$ cat src/lir_pkg.sv
// lir_pkg: shared constants, types and the rate step table for the
// linear interpolation resampler. No dependencies.
`default_nettype none

package lir_pkg;

    localparam int SEL_BITS  = 3;
    localparam int SEL_MAX   = 5;
    localparam int ROM_FB    = 28;   // fraction bits of the table entries
    localparam int ROM_BITS  = 32;
    localparam int CFG_IDX_BITS = 1;

    // configuration register indexes
    localparam logic [CFG_IDX_BITS-1:0] CFG_SOURCE_RATE = 1'b0;
    localparam logic [CFG_IDX_BITS-1:0] CFG_TARGET_RATE = 1'b1;

    // control from the sequencer to the multiply-add unit
    typedef struct packed {
        logic mul_en;
    } mac_ctrl_t;

    // phase step, source rate over target rate, Q4.28
    localparam logic [ROM_BITS-1:0] STEP_ROM [6][6] = '{
        '{32'h10000000, 32'h116a3b36, 32'h18000000, 32'h20000000, 32'h22d4766c, 32'h30000000},
        '{32'h0eb33333, 32'h10000000, 32'h160ccccd, 32'h1d666666, 32'h20000000, 32'h2c19999a},
        '{32'h0aaaaaab, 32'h0b9c2779, 32'h10000000, 32'h15555555, 32'h17384ef3, 32'h20000000},
        '{32'h08000000, 32'h08b51d9b, 32'h0c000000, 32'h10000000, 32'h116a3b36, 32'h18000000},
        '{32'h0759999a, 32'h08000000, 32'h0b066666, 32'h0eb33333, 32'h10000000, 32'h160ccccd},
        '{32'h05555555, 32'h05ce13bd, 32'h08000000, 32'h0aaaaaab, 32'h0b9c2779, 32'h10000000}
    };

    function automatic logic [SEL_BITS-1:0] sel_sat(input logic [SEL_BITS-1:0] s);
        if (s > SEL_BITS'(SEL_MAX))
            return SEL_BITS'(SEL_MAX);
        return s;
    endfunction

    function automatic logic [ROM_BITS-1:0] step_lookup(
        input logic [SEL_BITS-1:0] src,
        input logic [SEL_BITS-1:0] tgt
    );
        return STEP_ROM[sel_sat(src)][sel_sat(tgt)];
    endfunction

endpackage

`default_nettype wire

$ cat src/lir_mac.sv
// lir_mac: shared multiply-add unit, prev + floor(diff * phase / 2^FB).
// Product is registered; the add follows in the next cycle. Uses lir_pkg.
`default_nettype none

module lir_mac #(
    parameter int SAMPLE_BITS   = 32,
    parameter int FRACTION_BITS = 28
) (
    input  wire logic                             clk,
    input  wire lir_pkg::mac_ctrl_t               ctrl,
    input  wire logic signed [SAMPLE_BITS:0]      diff,
    input  wire logic [FRACTION_BITS-1:0]         phase_frac,
    input  wire logic [SAMPLE_BITS-1:0]           prev,
    output logic [SAMPLE_BITS-1:0]                result
);

    localparam int PROD_BITS = SAMPLE_BITS + FRACTION_BITS + 2;

    logic signed [PROD_BITS-1:0] prod_reg;
    logic signed [PROD_BITS-1:0] prod_next;
    logic signed [PROD_BITS-1:0] quot;

    always_comb
    begin
        prod_next = PROD_BITS'(diff) * PROD_BITS'($signed({1'b0, phase_frac}));
    end

    always_ff @(posedge clk)
    begin
        if (ctrl.mul_en)
        begin
            prod_reg <= prod_next;
        end
    end

    // arithmetic shift is floor division; result lies between prev and x
    assign quot   = prod_reg >>> FRACTION_BITS;
    assign result = prev + quot[SAMPLE_BITS-1:0];

endmodule

`default_nettype wire

$ cat src/linear_interp_resampler.sv
// sequence: an item is taken in S_IDLE; each result then passes S_MULT and S_ADD in the shared
// multiply-add unit, is registered into the output and is held in S_OUT until taken.
// A run gives n results (0..4) per item, a unity pass-through goes straight to S_OUT, and an
// output stall holds the run; the block takes no item while a run is in progress.
// reset: rst_n clears rate selects, phase, previous sample and primed flag at once.
// Top level of the resampler; depends on lir_pkg and lir_mac.
`default_nettype none

module linear_interp_resampler #(
    parameter int SAMPLE_BITS   = 32,
    parameter int FRACTION_BITS = 28
) (
    input  wire logic                                clk,
    input  wire logic                                rst_n,
    input  wire logic                                cfg_we,
    input  wire logic [lir_pkg::CFG_IDX_BITS-1:0]    cfg_index,
    input  wire logic [lir_pkg::SEL_BITS-1:0]        cfg_data,
    input  wire logic                                in_valid,
    output logic                                     in_stall,
    input  wire logic signed [SAMPLE_BITS-1:0]       sample_in,
    output logic                                     out_valid,
    input  wire logic                                out_stall,
    output logic signed [SAMPLE_BITS-1:0]            sample_out,
    output logic                                     run_last
);

    localparam int PW        = FRACTION_BITS + 3;
    localparam int FB_SHIFT  = lir_pkg::ROM_FB - FRACTION_BITS;
    localparam int SNAP_HALF = 128 >> FB_SHIFT;
    localparam logic [PW-1:0] PHASE_ONE = PW'(1) << FRACTION_BITS;
    localparam logic [PW-1:0] SNAP_ADD  = PW'(SNAP_HALF);
    localparam logic [FRACTION_BITS:0] SNAP_WIN = (FRACTION_BITS+1)'(2 * SNAP_HALF);
    localparam logic [1:0] LAST_CNT = 2'd3;

    typedef enum logic [3:0] {
        S_IDLE = 4'b0001,
        S_MULT = 4'b0010,
        S_ADD  = 4'b0100,
        S_OUT  = 4'b1000
    } state_t;

    state_t                              state_reg, state_next;
    logic [lir_pkg::SEL_BITS-1:0]        src_sel_reg, tgt_sel_reg;
    logic [SAMPLE_BITS-1:0]              prev_reg, prev_next;
    logic [SAMPLE_BITS-1:0]              x_reg;
    logic signed [SAMPLE_BITS:0]         diff_reg;
    logic [PW-1:0]                       phase_reg, phase_next;
    logic                                primed_reg, primed_next;
    logic [1:0]                          cnt_reg, cnt_next;
    logic                                out_valid_reg, out_valid_next;
    logic [SAMPLE_BITS-1:0]              out_data_reg, out_data_next;
    logic                                out_last_reg, out_last_next;

    logic [lir_pkg::ROM_BITS-1:0]        rom_step;
    logic [PW-1:0]                       step;
    logic                                in_beat, out_beat;
    logic [PW-1:0]                       ph_add, ph_bias, ph_new;
    logic                                snap_hit, run_done;
    logic [SAMPLE_BITS-1:0]              mac_result;
    lir_pkg::mac_ctrl_t                  mac_ctrl;

    assign rom_step = lir_pkg::step_lookup(src_sel_reg, tgt_sel_reg);
    assign step     = PW'(rom_step >> FB_SHIFT);

    assign in_stall   = (state_reg != S_IDLE);
    assign in_beat    = in_valid && !in_stall;
    assign out_valid  = out_valid_reg;
    assign out_beat   = out_valid_reg && !out_stall;
    assign sample_out = out_data_reg;
    assign run_last   = out_last_reg;

    // next phase after one result, with snap to a whole number
    always_comb
    begin
        ph_add   = phase_reg + step;
        ph_bias  = ph_add + SNAP_ADD;
        snap_hit = ({1'b0, ph_bias[FRACTION_BITS-1:0]} < SNAP_WIN);
        ph_new   = snap_hit ? {ph_bias[PW-1:FRACTION_BITS], {FRACTION_BITS{1'b0}}} : ph_add;
        run_done = (ph_new >= PHASE_ONE) || (cnt_reg == LAST_CNT);
    end

    assign mac_ctrl.mul_en = (state_reg == S_MULT);

    lir_mac #(
        .SAMPLE_BITS   (SAMPLE_BITS),
        .FRACTION_BITS (FRACTION_BITS)
    ) u_lir_mac (
        .clk        (clk),
        .ctrl       (mac_ctrl),
        .diff       (diff_reg),
        .phase_frac (phase_reg[FRACTION_BITS-1:0]),
        .prev       (prev_reg),
        .result     (mac_result)
    );

    always_comb
    begin
        state_next     = state_reg;
        prev_next      = prev_reg;
        phase_next     = phase_reg;
        primed_next    = primed_reg;
        cnt_next       = cnt_reg;
        out_valid_next = out_valid_reg;
        out_data_next  = out_data_reg;
        out_last_next  = out_last_reg;

        unique case (state_reg)
            S_IDLE:
            begin
                if (in_beat)
                begin
                    priority if (step == PHASE_ONE)
                    begin
                        // unity ratio: pass through, phase kept
                        out_data_next  = sample_in;
                        out_last_next  = 1'b1;
                        out_valid_next = 1'b1;
                        prev_next      = sample_in;
                        primed_next    = 1'b1;
                        state_next     = S_OUT;
                    end
                    else if (!primed_reg)
                    begin
                        prev_next   = sample_in;
                        primed_next = 1'b1;
                    end
                    else if (phase_reg >= PHASE_ONE)
                    begin
                        // downsampling gap, no result
                        phase_next = phase_reg - PHASE_ONE;
                        prev_next  = sample_in;
                    end
                    else
                    begin
                        cnt_next   = 2'd0;
                        state_next = S_MULT;
                    end
                end
            end
            S_MULT:
            begin
                state_next = S_ADD;
            end
            S_ADD:
            begin
                out_data_next  = mac_result;
                out_last_next  = run_done;
                out_valid_next = 1'b1;
                cnt_next       = cnt_reg + 2'd1;
                if (run_done)
                begin
                    phase_next = (ph_new >= PHASE_ONE) ? ph_new - PHASE_ONE : '0;
                    prev_next  = x_reg;
                end
                else
                begin
                    phase_next = ph_new;
                end
                state_next = S_OUT;
            end
            S_OUT:
            begin
                if (out_beat)
                begin
                    out_valid_next = 1'b0;
                    state_next     = out_last_reg ? S_IDLE : S_MULT;
                end
            end
            default:
            begin
                state_next = S_IDLE;
            end
        endcase
    end

    always_ff @(posedge clk or negedge rst_n)
    begin
        if (!rst_n)
        begin
            state_reg     <= S_IDLE;
            src_sel_reg   <= '0;
            tgt_sel_reg   <= '0;
            prev_reg      <= '0;
            phase_reg     <= '0;
            primed_reg    <= 1'b0;
            cnt_reg       <= '0;
            out_valid_reg <= 1'b0;
        end
        else
        begin
            state_reg     <= state_next;
            prev_reg      <= prev_next;
            phase_reg     <= phase_next;
            primed_reg    <= primed_next;
            cnt_reg       <= cnt_next;
            out_valid_reg <= out_valid_next;
            if (cfg_we)
            begin
                unique case (cfg_index)
                    lir_pkg::CFG_SOURCE_RATE: src_sel_reg <= cfg_data;
                    lir_pkg::CFG_TARGET_RATE: tgt_sel_reg <= cfg_data;
                    default: ;
                endcase
            end
        end
    end

    always_ff @(posedge clk)
    begin
        out_data_reg <= out_data_next;
        out_last_reg <= out_last_next;
        if (in_beat)
        begin
            x_reg    <= sample_in;
            diff_reg <= $signed({sample_in[SAMPLE_BITS-1], sample_in})
                      - $signed({prev_reg[SAMPLE_BITS-1], prev_reg});
        end
    end

endmodule

`default_nettype wire

$ cat config.mk
export PLATFORM = sky130hd
export DESIGN_NAME = linear_interp_resampler
export DESIGN_NICKNAME = d
export VERILOG_FILES = /design/src/lir_pkg.sv /design/src/lir_mac.sv /design/src/linear_interp_resampler.sv
export SDC_FILE = /design/constraint.sdc
export NUM_CORES = 2
export LEC_CHECK = 0
export BUFFER_PORTS_ARGS = -buffer_cell sky130_fd_sc_hd__buf_4
export CORE_UTILIZATION = 31
export DETAILED_ROUTE_END_ITERATION = 6
export GPL_TIMING_DRIVEN = 0
export HOLD_SLACK_MARGIN = 0.12
export PLACE_DENSITY = 0.43
export SYNTH_ARGS = -nofsm -noshare
export SYNTH_HDL_FRONTEND = slang
export SYNTH_SLANG_ARGS = --single-unit
$ cat constraint.sdc
create_clock -name clk -period 11.65 [get_ports clk]
set_clock_uncertainty 0.2 [all_clocks]
set_input_delay 1.7475 -clock clk [delete_from_list [all_inputs] [get_ports clk]]
set_output_delay 1.7475 -clock clk [all_outputs]
set_load 0.1 [all_outputs]
# Word level (Yosys, flattened, before mapping)
# Memory sizes are Yosys's and may differ from the RTL's.
# Index checks and enable logic that the tools add are counted.
# word_totals
reg_bits	235
rom_bits	1536
in_bits	41
out_inout_bits	35
wordCells	111
mem_count	1
# mem_list
name	depth	word_bits	rd	rd_ports_with_merged_regs	wr	line	text
(name not given)	8	192	1	0	0	lir_pkg.sv:42	return STEP_ROM[sel_sat(src)][sel_sat(tgt)];
# op_classes
addsub	7
mul	1
n_lt_le_gt_ge	7
n_eq_ne	18
n_mux	45
bitwise	3
n_reduce_logical	16
# op_table
cell	n
$mux W192	2
$mux W31	9
$mux W32	7
$pmux W32 S2	2
$bmux W32 S3	1
$ge A31 B29 Y1 const B	2
$pmux W31 S2	1
$sub A31 B29 Y31 const B	2
$mul A33 B29 Y60	1
$sub A32 B32 Y33	1
$add A32 B32 Y32	1
$add A31 B31 Y31	1
$add A31 B8 Y31 const B	1
$eq A31 B29 Y1 const B	1
$lt A28 B9 Y1 const B	1
$mux W4	5
$ne A2 B2 Y1 const B	8
$pmux W4 S4	1
$mux W3	4
$reduce_and A4 Y1	3
$mux W2	5
$reduce_and A5 Y1	2
$ge A4 B4 Y1 const B	2
$not A3 Y4	2
22 further kinds	32

# Logic depth before layout (Yosys ltp)
# logic_depth
ltp_word	18
ltp_mapped	41
ltp_nobuf	36

# Cells and area by module
# Synthesis repeated with hierarchy kept, for this count alone.
# hier_totals
cells_unflattened	4971
area_unflattened_um2	47023.8
# by_module_without_submodules
module	instances	cells_per_inst	area_per_inst_um2	seq_area_each_um2
lir_mac	1	3617	34416.8	960.9
linear_interp_resampler	1	1354	12607.1	4870.9

# Least setup slack after synthesis
# No wires, ideal clock.
# synth_timing
path_kind	register to register
start	register phase_reg[5]
end	register u_lir_mac.prod_reg[54], data pin
setup_time_ns	0.265
arrival_time_ns	8.085
slack_ns	3.100
stages_incl_launch_ff	32
n_path_buf	2
path_cell_list	dfrtp_1 > clkbuf_1 > clkbuf_1 > nand2_1 > fa_1 > inv_1 > fa_1 > fa_1 > inv_1 > fa_1 > inv_1 > fa_1 > inv_1 > fa_1 > inv_1 > fa_1 > fa_1 > ha_1 > and3_1 > and2_1 > a221oi_1 > o31ai_1 > a21oi_1 > o21ai_0 > a31o_2 > a31o_2 > a41o_1 > or2_2 > a31o_2 > a21oi_1 > o21ai_0 > xor2_1
# synth_via
elab_chain_cells	1
# synth_lines
element	line	text
from (decl)	linear_interp_resampler.sv:47	logic [PW-1:0] phase_reg, phase_next;
from (signal assigned)	linear_interp_resampler.sv:193	phase_reg <= phase_next;
$mul A33 B29 Y60	lir_mac.sv:25	prod_next = PROD_BITS'(diff) * PROD_BITS'($signed({1'b0, phase_frac}));
via u_lir_mac.prod_next[54]	lir_mac.sv:20	logic signed [PROD_BITS-1:0] prod_next;
to (signal assigned)	lir_mac.sv:32	prod_reg <= prod_next;
to (decl)	lir_mac.sv:19	logic signed [PROD_BITS-1:0] prod_reg;
# The timed path passes the listed nets, and every way through them passes these cells.
# A chain may end at the register's enable or synchronous reset.

# Final worst setup path
# layout_timing
start	register diff_reg[18]
end	register u_lir_mac.prod_reg[54], data pin
# layout_via
elab_chain_cells	1
# layout_lines
element	line	text
from (decl)	linear_interp_resampler.sv:46	logic signed [SAMPLE_BITS:0] diff_reg;
from (signal assigned)	linear_interp_resampler.sv:215	diff_reg <= $signed({sample_in[SAMPLE_BITS-1], sample_in})
$mul A33 B29 Y60	lir_mac.sv:25	
via u_lir_mac.prod_next[54]	lir_mac.sv:20	
# The timed path passes the listed nets, and every way through them passes these cells.

==> results.md <==
* Full die area at 148900 um^2
* Final ANT Viol Nets at 0
* Critical Path AT at ~11 ns
* Final setup fails at 0
* Cell area after placement at ~49000 um^2
* F_max at 88.59 MHz
* Routability cong. at roughly 0.92
* Root Buffer: clkbuf_16
* Startpoint type of the worst setup path: flop
* Top post-synthesis cells by area: fa_1 42%, edfxtp_1 8.5%, inv_1 8.0%
* Area delta synth->final at 8.315%
* Vias in the first global route at 36450
* Average cell area after synthesis at around 9.3 um^2
* Largest net degree at the start of global routing at 78
* Initial drt markers at about 2300
* R2R Path Start: diff_reg[18]$_DFFE_PP_
* Syn Inst Count at 4916
* Power per cell area at 145.7 nW/um^2
* CP Class: reg -> reg
* Overall routing resource usage at a little under a quarter
* DIE WIDTH at a little under 400 um
* #FFs+latches synth at between 200 and 250
* CP Data Required Time at ~12 ns
* Area leader, netlist: fa_1
* Crit path largest cell delay at roughly 0.96 ns
* Status: completed
* Leakage power at around 23 nW
* H-tree depth at 1
* Hold Fails Final Rpt at 0
* Max reg flops at 33
* Max-Cap Viols at 0
* Drt first pass iters at 6
* Top post-synthesis cells by count: 978 x inv_1, 959 x fa_1, 772 x nand2_1
* CP Capture Type: flop
* Initial antenna violation count at 15
* Post-CTS Setup Inserts at 0
* Via count at roughly 34000
* Final instance area at roughly 50000 um^2
* Worst-Margin Slew at roughly 1.3 ns
* Slew margin rel. at 12.06%
* DIE HEIGHT at roughly 390 um
* CTS buffer count at 23
* CP most frequent cell: fa_1
* Final wirelength at between 150 and 200 mm
* Post-route insts no fill at between 6000 and 7000
* Share of cells above drive strength 1 at ~4.7%
* Worst path slowest cell: edfxtp_1
* Top FF cell, synth: edfxtp_1
* Starting Density at 31.30%
* Fin nets at 6289
* Dpl ws at -0.8437 ns
* Maximum clock path buffer count at 3
* Vias per cell at around 4.9
* Number of synthesized flops with an enable pin at 130
* RSZ-0062 raised after global routing: false
* R2R cell count at 28
* Min-delay src: x_reg[31]$_DFFE_PP_
* Setup ws final at about 0.36 ns
* CTS sink count at slightly above 200
* Net Count, Synth at ~6200
* Final min period at 11.29 ns
* CTS tree: yes
* Design Power at between 7 and 8 mW
* Input/output buffers at 75
* First-pass GRT wire length at about 250 mm
* Setup TNS at 0 ns
* Placed instance count at around 6900
* Max-slew violation count at 0
* Post-synthesis sequential area ratio at about an eighth
* Worst hold path class: reg -> reg
* Peak VDD IR at roughly 0.13 mV
* Ports at 76
* Ys async rst share at 37.20%
* Synth top area share at between 40% and 50%
* Skew-Pair Late Insertion Delay at 0.58 ns
* Worst setup startpoint: diff_reg[18]$_DFFE_PP_
* Distinct cells, synth at 100
* Worst-path clk slew at roughly 0.070 ns
* Most common cell in the netlist: inv_1
* Mapped Area at ~46000 um^2
* Worst R2R End: u_lir_mac.prod_reg[54]$_DFFE_PP_
* # fillers at ~15000
* # DRC at 0
* Total core area at around 150000 um^2
* FP Rows at 140
* Crit-path max FO at 10
* Yosys warning total at 0
* Hold_ws at 0.2575 ns
* Total grt overflow at 0
* Wire length per cell at roughly 24 um
* Utilization after layout at between 30 and 40%
* Worst Setup EP: u_lir_mac.prod_reg[54]$_DFFE_PP_
* Reg-to-reg slack, setup at between 0.3 and 0.4 ns
* Dpl hpwl at 139.2 mm
* Crit share post-route at a little over nine tenths
## report_power, final
group / switching, mW / internal, mW
Sequential: 0.294 / 1.05
Clock: 0.347 / 0.388
Combinational: 3.42 / 1.71
## critical path: cells and delay by family (launching register included)
| family | cells | cell delay [ns] |
|---|---|---|
| adder cells (fa/ha/maj) | 9 | 4.19 |
| AO/OA/AOI/OAI | 10 | 3.25 |
| AND/OR/NAND/NOR | 4 | 1.02 |
| flip-flops | 1 | 0.96 |
| buffers and inverters | 4 | 0.95 |
| XOR/XNOR | 1 | 0.38 |
## logic make-up after synthesis
| kind of cell | share of synthesized area (%) |
|---|---|
| simple gates | 15.18 |
| fa+ha+maj | 49.71 |
| compound gates | 8.378 |
| xor+xnor | 2.449 |
| flops | 12.77 |
| buf+inv | 10.36 |
| mux | 1.153 |
## layout make-up
cell class                 instances  area (um^2)  share of cell area (%)
clock inverter                    10        73.82                  0.1492
tap                             1917         2399                   4.849
buffer                           252         1037                   2.097
timing repair buffer              83        671.9                   1.358
sequential                       207         5832                   11.79
inverter                         978         3671                   7.421
multi-input combinational       3464        35130                   71.02
clock buffer                      32        639.4                   1.292
antenna                            4        10.01                 0.02023
## repair_timing
item | CTS | global route
resized for setup | 23 | 8
hold buffers | 0 | 0
hold endpoints to repair | 0 | 0
endpoints found under the setup margin | 11 | 63
## how the worst min path moves through the flow
stage,to,depth (start not counted)
after floorplan,prev_reg[21]$_DFFE_PN0P_,1
after CTS,prev_reg[1]$_DFFE_PN0P_,1
final,prev_reg[31]$_DFFE_PN0P_,1
after detailed placement,prev_reg[21]$_DFFE_PN0P_,1
after global placement,prev_reg[22]$_DFFE_PN0P_,1
after global routing,prev_reg[1]$_DFFE_PN0P_,1
## routing by layer
metal	up-vias	GRT usage (%)	part of all wire, %	wire length (um)
met2	889	38.64	48	79690
met5	-	0	0.025	41
met1	17840	32.03	45	75130
met3	134	2.186	4.6	7694
li1	15300	-	-	-
met4	6	3.762	2.0	3296
## placed cells by master (no fill, tap or decap), types with 7 or more instances in the layout
master / Yosys / layout
inv_1: 978 / 978
fa_1: 959 / 959
nand2_1: 772 / 772
and2_1: 309 / 308
ha_1: 280 / 280
clkbuf_1: 250 / 217
nor2_1: 166 / 165
a21oi_1: 155 / 154
o21ai_0: 132 / 130
edfxtp_1: 130 / 130
xnor2_1: 81 / 81
buf_4: 0 / 79
dfrtp_1: 76 / 76
a21o_1: 51 / 51
nor3_1: 49 / 49
xor2_1: 43 / 43
nand3_1: 41 / 41
mux2_4: 30 / 30
a22o_1: 29 / 29
clkbuf_2: 1 / 27
o21a_1: 25 / 25
nand2b_1: 25 / 25
a211oi_1: 23 / 23
clkbuf_16: 0 / 23
o211ai_1: 22 / 22
or3_1: 19 / 19
nand4_1: 19 / 19
a31oi_1: 18 / 18
nor2b_1: 18 / 18
and3_1: 17 / 17
nor4_1: 11 / 11
o31ai_1: 10 / 10
o21bai_1: 9 / 9
buf_2: 7 / 7
(Power assumes the default switching activity.)
